**config.mk**
```make
export PLATFORM = sky130hd
export DESIGN_NAME = kst_ctrl
export DESIGN_NICKNAME = d
export VERILOG_FILES = /design/src/hdl/kst_pkg.sv /design/src/hdl/kst_ctrl.sv
export SDC_FILE = /design/constraint.sdc
export NUM_CORES = 1
export LEC_CHECK = 0
export BUFFER_PORTS_ARGS = -buffer_cell sky130_fd_sc_hd__buf_2
export CORE_AREA = 3 3 42 44
export CTS_CLUSTER_DIAMETER = 60
export DETAILED_ROUTE_END_ITERATION = 8
export DIE_AREA = 0 0 45 47
export PLACE_DENSITY = 0.54
export SETUP_SLACK_MARGIN = 0.4
export SYNTH_ARGS = -nofsm -noshare
export SYNTH_HDL_FRONTEND = slang
export SYNTH_SLANG_ARGS = --single-unit
```
**constraint.sdc**
```tcl
create_clock -name clock -period 1.3 [get_ports clock]
set_input_delay 0 -clock clock [delete_from_list [all_inputs] [get_ports clock]]
set_output_delay 0 -clock clock [all_outputs]
set_load 0.05 [all_outputs]
```
**src/hdl/kst_pkg.sv**
```systemverilog
// ----------------------------------------------------------------------------
// kst_pkg: shared types and constants for the keyed sum table.
// Holds the controller commands and status, the state type and defaults.
// ----------------------------------------------------------------------------
`default_nettype none
package kst_pkg;

   localparam int TableEntriesDefault = 32;
   localparam int KeyBytesDefault     = 16;

   localparam logic [1:0] KIND_ADD    = 2'd0;
   localparam logic [1:0] KIND_DAYS   = 2'd1;
   localparam logic [1:0] KIND_FINISH = 2'd2;

   typedef enum logic [3:0] {
      ST_IDLE,
      ST_SEARCH,
      ST_UPDATE,
      ST_SCAN,
      ST_EMIT,
      ST_WAIT
   } state_type;

   typedef struct packed {
      logic capture;
      logic search_start;
      logic search_step;
      logic update;
      logic scan_start;
      logic scan_step;
      logic emit_load;
      logic clear;
   } cmd_type;

   typedef struct packed {
      logic search_done;
      logic scan_done;
      logic table_empty;
      logic more_rows;
   } sts_type;

endpackage
`default_nettype wire

```
**src/hdl/kst_ctrl.sv**
```systemverilog
// ----------------------------------------------------------------------------
// kst_ctrl: controller for the keyed sum table.
// Sequences key search, entry update and the sorted dump.
// ----------------------------------------------------------------------------
`default_nettype none
module kst_ctrl (
   input  wire logic            clock,
   input  wire logic            reset,
   input  wire logic            req_valid,
   output logic                 req_ready,
   input  wire logic [1:0]      req_kind,
   output logic                 rsp_valid,
   input  wire logic            rsp_ready,
   output kst_pkg::cmd_type     cmd,
   input  wire kst_pkg::sts_type sts
);
   import kst_pkg::*;

   state_type state_ff, state_in;
   logic      take;

   assign take = req_valid && req_ready;

   always_ff @(posedge clock) begin
      if (reset) begin
         state_ff <= ST_IDLE;
      end else begin
         state_ff <= state_in;
      end
   end

   always_comb begin
      state_in = state_ff;
      unique case (state_ff)
         ST_IDLE: begin
            if (take) begin
               if (req_kind == KIND_ADD) begin
                  state_in = ST_SEARCH;
               end else if (req_kind == KIND_FINISH) begin
                  state_in = ST_SCAN;
               end
            end
         end
         ST_SEARCH: begin
            if (sts.search_done) begin
               state_in = ST_UPDATE;
            end
         end
         ST_UPDATE: state_in = ST_IDLE;
         ST_SCAN: begin
            if (sts.scan_done || sts.table_empty) begin
               state_in = ST_EMIT;
            end
         end
         ST_EMIT: state_in = ST_WAIT;
         ST_WAIT: begin
            if (rsp_ready) begin
               state_in = sts.more_rows ? ST_SCAN : ST_IDLE;
            end
         end
         default: state_in = ST_IDLE;
      endcase
   end

   always_comb begin
      cmd       = '0;
      req_ready = 1'b0;
      rsp_valid = 1'b0;
      unique case (state_ff)
         ST_IDLE: begin
            req_ready         = 1'b1;
            cmd.capture       = take;
            cmd.search_start  = take && (req_kind == KIND_ADD);
            cmd.scan_start    = take && (req_kind == KIND_FINISH);
         end
         ST_SEARCH: cmd.search_step = 1'b1;
         ST_UPDATE: cmd.update = 1'b1;
         ST_SCAN:   cmd.scan_step = 1'b1;
         ST_EMIT:   cmd.emit_load = 1'b1;
         ST_WAIT: begin
            rsp_valid  = 1'b1;
            cmd.clear  = rsp_ready && !sts.more_rows;
            cmd.scan_start = rsp_ready && sts.more_rows;
         end
         default: ;
      endcase
   end
endmodule
`default_nettype wire

```
# Yosys cells after proc, flatten, opt, wreduce, memory -nomap -nowiden
# Index checks and enable logic that the tools add are counted.
# Widths: inputs -> output; s select.
dict set report op_classes {
  reduce_logical 10
  n_mux 17
  eq_ne 11
}
# operator n
set op_table {}
lappend op_table {{$mux 4} 6}
lappend op_table {{$pmux 4 s5} 1}
lappend op_table {{$eq 4x2->1 const B} 2}
lappend op_table {{$eq 4x3->1 const B} 2}
lappend op_table {{$ne 2x2->1 const B} 4}
lappend op_table {{$mux 1} 7}
lappend op_table {{$logic_and 1x1->1} 5}
lappend op_table {{$reduce_and 5->1} 1}
lappend op_table {{$eq 4x1->1 const B} 1}
lappend op_table {{$logic_not 4->1} 1}
lappend op_table {{$mux 2} 2}
lappend op_table {{$ne 3x3->1 const B} 1}
lappend op_table {{$eq 2x2->1 const B} 1}
lappend op_table {{$logic_not 2->1} 1}
lappend op_table {{$pmux 1 s2} 1}
lappend op_table {{$logic_not 1->1} 1}
lappend op_table {{$logic_or 1x1->1} 1}
dict set report word_totals {
  inputBits 10
  wordCells 39
  out_inout_bits 10
  ff_bits 4
}

# Logic depth before layout (Yosys ltp)
dict set report logic_depth {
  ltp_word 5
  mapped_depth 5
  mapped_depth_nobuf 4
}

# Least setup slack after synthesis
# Ideal clock, no wire load.
dict set report synth_timing {
  path_type {reg-to-output}
  from {reg state_ff[0]}
  to {out cmd[7] in the netlist's numbering}
  t_required_ns 1.300
  path_buffers 1
  path_slack_ns -0.401
  path_stages_with_launch 4
  t_arrival_ns 1.701
  path_cell_list {dfxtp_1 -> buf_8 -> nor3_2 -> and2_1}
}
# item line
set synth_rtl {}
lappend synth_rtl {{from (decl)} kst_ctrl.sv:19} ;# state_type state_ff, state_in;
lappend synth_rtl {{from (signal assigned)} kst_ctrl.sv:28} ;# state_ff <= state_in;
lappend synth_rtl {{to (decl)} kst_ctrl.sv:14} ;# output kst_pkg::cmd_type cmd,

==> impl_results.md <==
- Final-layout setup total negative slack: 0 ns
- Post-Synthesis Mean Instance Area: 8.322 um2
- Worst setup EP type: output pin
- Net Count, Synth: 53
- First-pass GRT wire length: 1807 um
- Net switching share of the total power: 41.13%
- Number of H-tree levels: 1
- Main flop type after synthesis: dfxtp_1
- Final std cell area, no fill: 782.0 um2
- Clock power frac: 18.1%
- Worst Hold Endpoint: state_ff[1]
- Arrival time of data at the critical path endpoint: 1.23 ns
- Relative contribution of sequential cells to total power: 15.8%
- Top achievable clock speed: 0.8098 GHz
- Leading post-synthesis cells by instance count: a21oi_1 (4), and2_1 (3), dfxtp_1 (3), nor2_1 (3)
- Post-detailed-route count of antenna-violating nets: 0
- Part of the cycle the worst path needs: 94.99%
- FFs w/ async S/R, synth: 0%
- Overall global routing resource usage: 11.53%
- Simple-gate area share of the yosys netlist: 48.95%
- Clock sink count: 3
- Cell total after placement: 79
- Netlist Area Pre-Place: 357.8 um2
- Die area: 2115 um2
- Design internal power: 513.2 uW
- Leakage power summed over all cells: 0.0003357 uW
- Number of enable flip-flop cells after synthesis: 0
- Vias in the first global route: 452
- Final count of negative-setup-slack endpoints: 0
- Yosys cell types: 29
- Xor and xnor area share after synthesis: 0%
- DRC viols: 0
- Detail Placement HPWL: 726.3 um
- Master of the slowest instance on the critical path: dfxtp_4
- Clk slew on worst S/H paths: 0.03 ns
- Vias/cell: 4.763
- Share of the synthesized area in the top cell type: 16.78%
- Routed len/inst: 11.32 um
- Arithmetic-cell share of the synthesized area counting full adders, half adders and majority gates: 0%
- Cell row count: 14
- Vias after detailed routing: 443
- Fraction of final layout cells with drive strength greater than 1: 80.52%
- Placeable Area: 1471 um2
- Max-cap violations: 0
- Cell taking the most area after synthesis: dfxtp_1
- Clock skew after layout: 0.0002595 ns
- Switching Power: 358.5 uW
- Worst Path Class, Setup: register to output pin
- Slew at the pin closest to its max-slew limit: 0.2645 ns
- Kind of cell with the highest combined delay on the critical path: flip-flops
- Seq/Total Area, Yosys: 16.78%
- Power per Cell Area: 1115 nW/um2
- Gate count of the mapped netlist: 43
- Initial DRT Pass Iterations: 2
- Largest cells by area after synthesis: dfxtp_1 (17%), buf_6 (6.3%), a21oi_1 (5.6%)
- Multiplexer fraction of the synthesized cell area: 0%
- Antenna Diode Count: 0
- Longest Clk Path Bufs: 2
- Vert. Die Dim: 47 um
- I/O pin total: 20
- Maximum number of pins on one net before global-route repair: 10
- Setup repair after global routing missed its margin: yes
- Port buffer count: 19
- Die X-Extent: 45 um
- Insertion delay to the later sink of the worst-skew pair: 0.23 ns
- Max-slew headroom at the worst pin: 82.18%
- Cell area after placement: 509.2 um2
- Hold Path Depth: 4
- Signed area change from the synthesized netlist to the final layout: 118.5%
- Fraction of the mapped netlist area in compound gates: 23.78%
- NumNets Final: 88
- R2R Path Start: state_ff[0]
- Largest registers: state_ff (3)
- Sum of routed wire length over all layers: 1053 um
- Weighted congestion at the end of routability-driven global placement: 0.7600
- Critical path fanouts, max: 8
- Hold Fails Final Rpt: 0
- Slew Limit Fails: 0
- Critical Path, Cell by Cell: and3b_2, a32o_2, buf_6
- Crit Reg-Reg Endpoint: state_ff[0]
- CTS root buf: clkbuf_4
- CP peak stage delay: 0.37 ns
- Clock tree from TritonCTS: built
- Seq cells post-synth: 3
- Cell count of the worst reg-to-reg path: 6
- Starting utilization of the core area: 24.32%
- Antenna violations before repair: 0
- Most used standard cell by instance count after synthesis: a21oi_1
- Number of DRC markers in iteration 0: 1
- Finished Layout Cells: 93
- Ys Warns: 0
- IR drop worst, VDD: 0.0005568 V
- Register with the most flip-flops: state_ff
- Slack of the worst reg-to-reg path: 0.09 ns
- TritonCTS Buffers: 3
- Status: finished, final reports clean
- Data required time at the worst endpoint: 1.30 ns
- Type of element launching the critical path: register
- Total of fill cells in the finished design: 140
- Worst path bufs/invs: 1
- Overall overflow remaining after global route: 0
- Largest family of logic cells by synthesized area: simple AND/OR/NAND/NOR gates
- Final min period: 1.235 ns
- Gate power share: 66.1%
- Critical hold path startpoint: sts[3]
- Hold Path Class: input port to register
- Number of flip-flops under the largest register name: 3
## worst reg2reg max path, cell delays in order, from the launching register on
cell and delay (ns):
dfxtp_4 0.37, buf_6 0.14, nor3_4 0.19, buf_4 0.15, buf_4 0.10, a21oi_1 0.06
o21a_1 0.10
## layout make-up
class                           count  area (um2)  area share (%)
Sequential cell                     3       71.32           9.120
Multi-Input combinational cell     37       354.1           45.28
Clock buffer                        4       26.28           3.360
Timing Repair Buffer               33       310.3           39.68
Tap cell                           16       20.02           2.560
## timing repair
item / 4_1_cts / 5_1_grt
hold endpoints to repair: 2 / 0
pin swaps: 10 / 5
setup endpoints to repair: 13 / 13
hold buffers: 1 / 0
buffers inserted: 7 / 2
resized for setup: 40 / 8
## cells by family after synthesis
kind of cell | after synthesis
simple gates | 25
compound gates | 12
flops | 3
buf+inv | 3
## through the flow
step | hold WS (ns) | total power (uW) | util, % | setup slack, ns
CTS | 0.1711 | 845.7 | 50.17 | 0.04927
floorplan | 0.05345 | 432.6 | - | -0.005688
global placement | 0.2040 | 501.0 | 34.61 | 0.07994
global route | 0.1780 | 916.0 | 53.15 | 0.02443
detailed placement | 0.2029 | 500.8 | 34.61 | 0.02902
finish | 0.1588 | 871.8 | 53.15 | 0.06514
## placed cells by master, fill, tap and decap left out, drive strengths merged
cell type,instances
nor2,4
nand4b,1
nand2,3
and3b,1
a32o,1
nand3,1
and2,3
clkbuf,4
o2bb2ai,1
o21a,2
or2,1
a2bb2oi,1
dlygate4sd3,1
or2b,1
nor3b,1
nor4,1
nand4,1
nor3,2
and2b,1
nor2b,2
dfxtp,3
nand2b,2
buf,32
o21ai,2
a21oi,4
a31oi,1
## worst max path at each step
stage	slack (ns)	depth (start not counted)	start	to
after global routing	0.02	3	state_ff[1]	cmd[6]
after CTS	0.05	3	state_ff[1]	cmd[3]
final	0.07	3	state_ff[0]	cmd[3]
after global placement	0.08	3	state_ff[0]	cmd[6]
after detailed placement	0.03	5	state_ff[1]	state_ff[1]
after floorplan	-0.006	4	state_ff[2]	state_ff[0]
## power by group through the flow
stage	clock [uW]	sequential, uW	combinational, uW
floorplan	0	119	314
global placement	0	136	365
detailed placement	0	136	364
CTS	169	137	540
global route	168	140	608
finish	158	137	576
## metal layers
layer	share of wire, %	global-route usage [%]	vias up
met2	51	19.49	14
met5	0	0	-
met3	6.7	1.149	0
li1	-	-	225
met4	0	7.018	0
met1	42	14.09	204
Power figures use the tool's default switching activity.
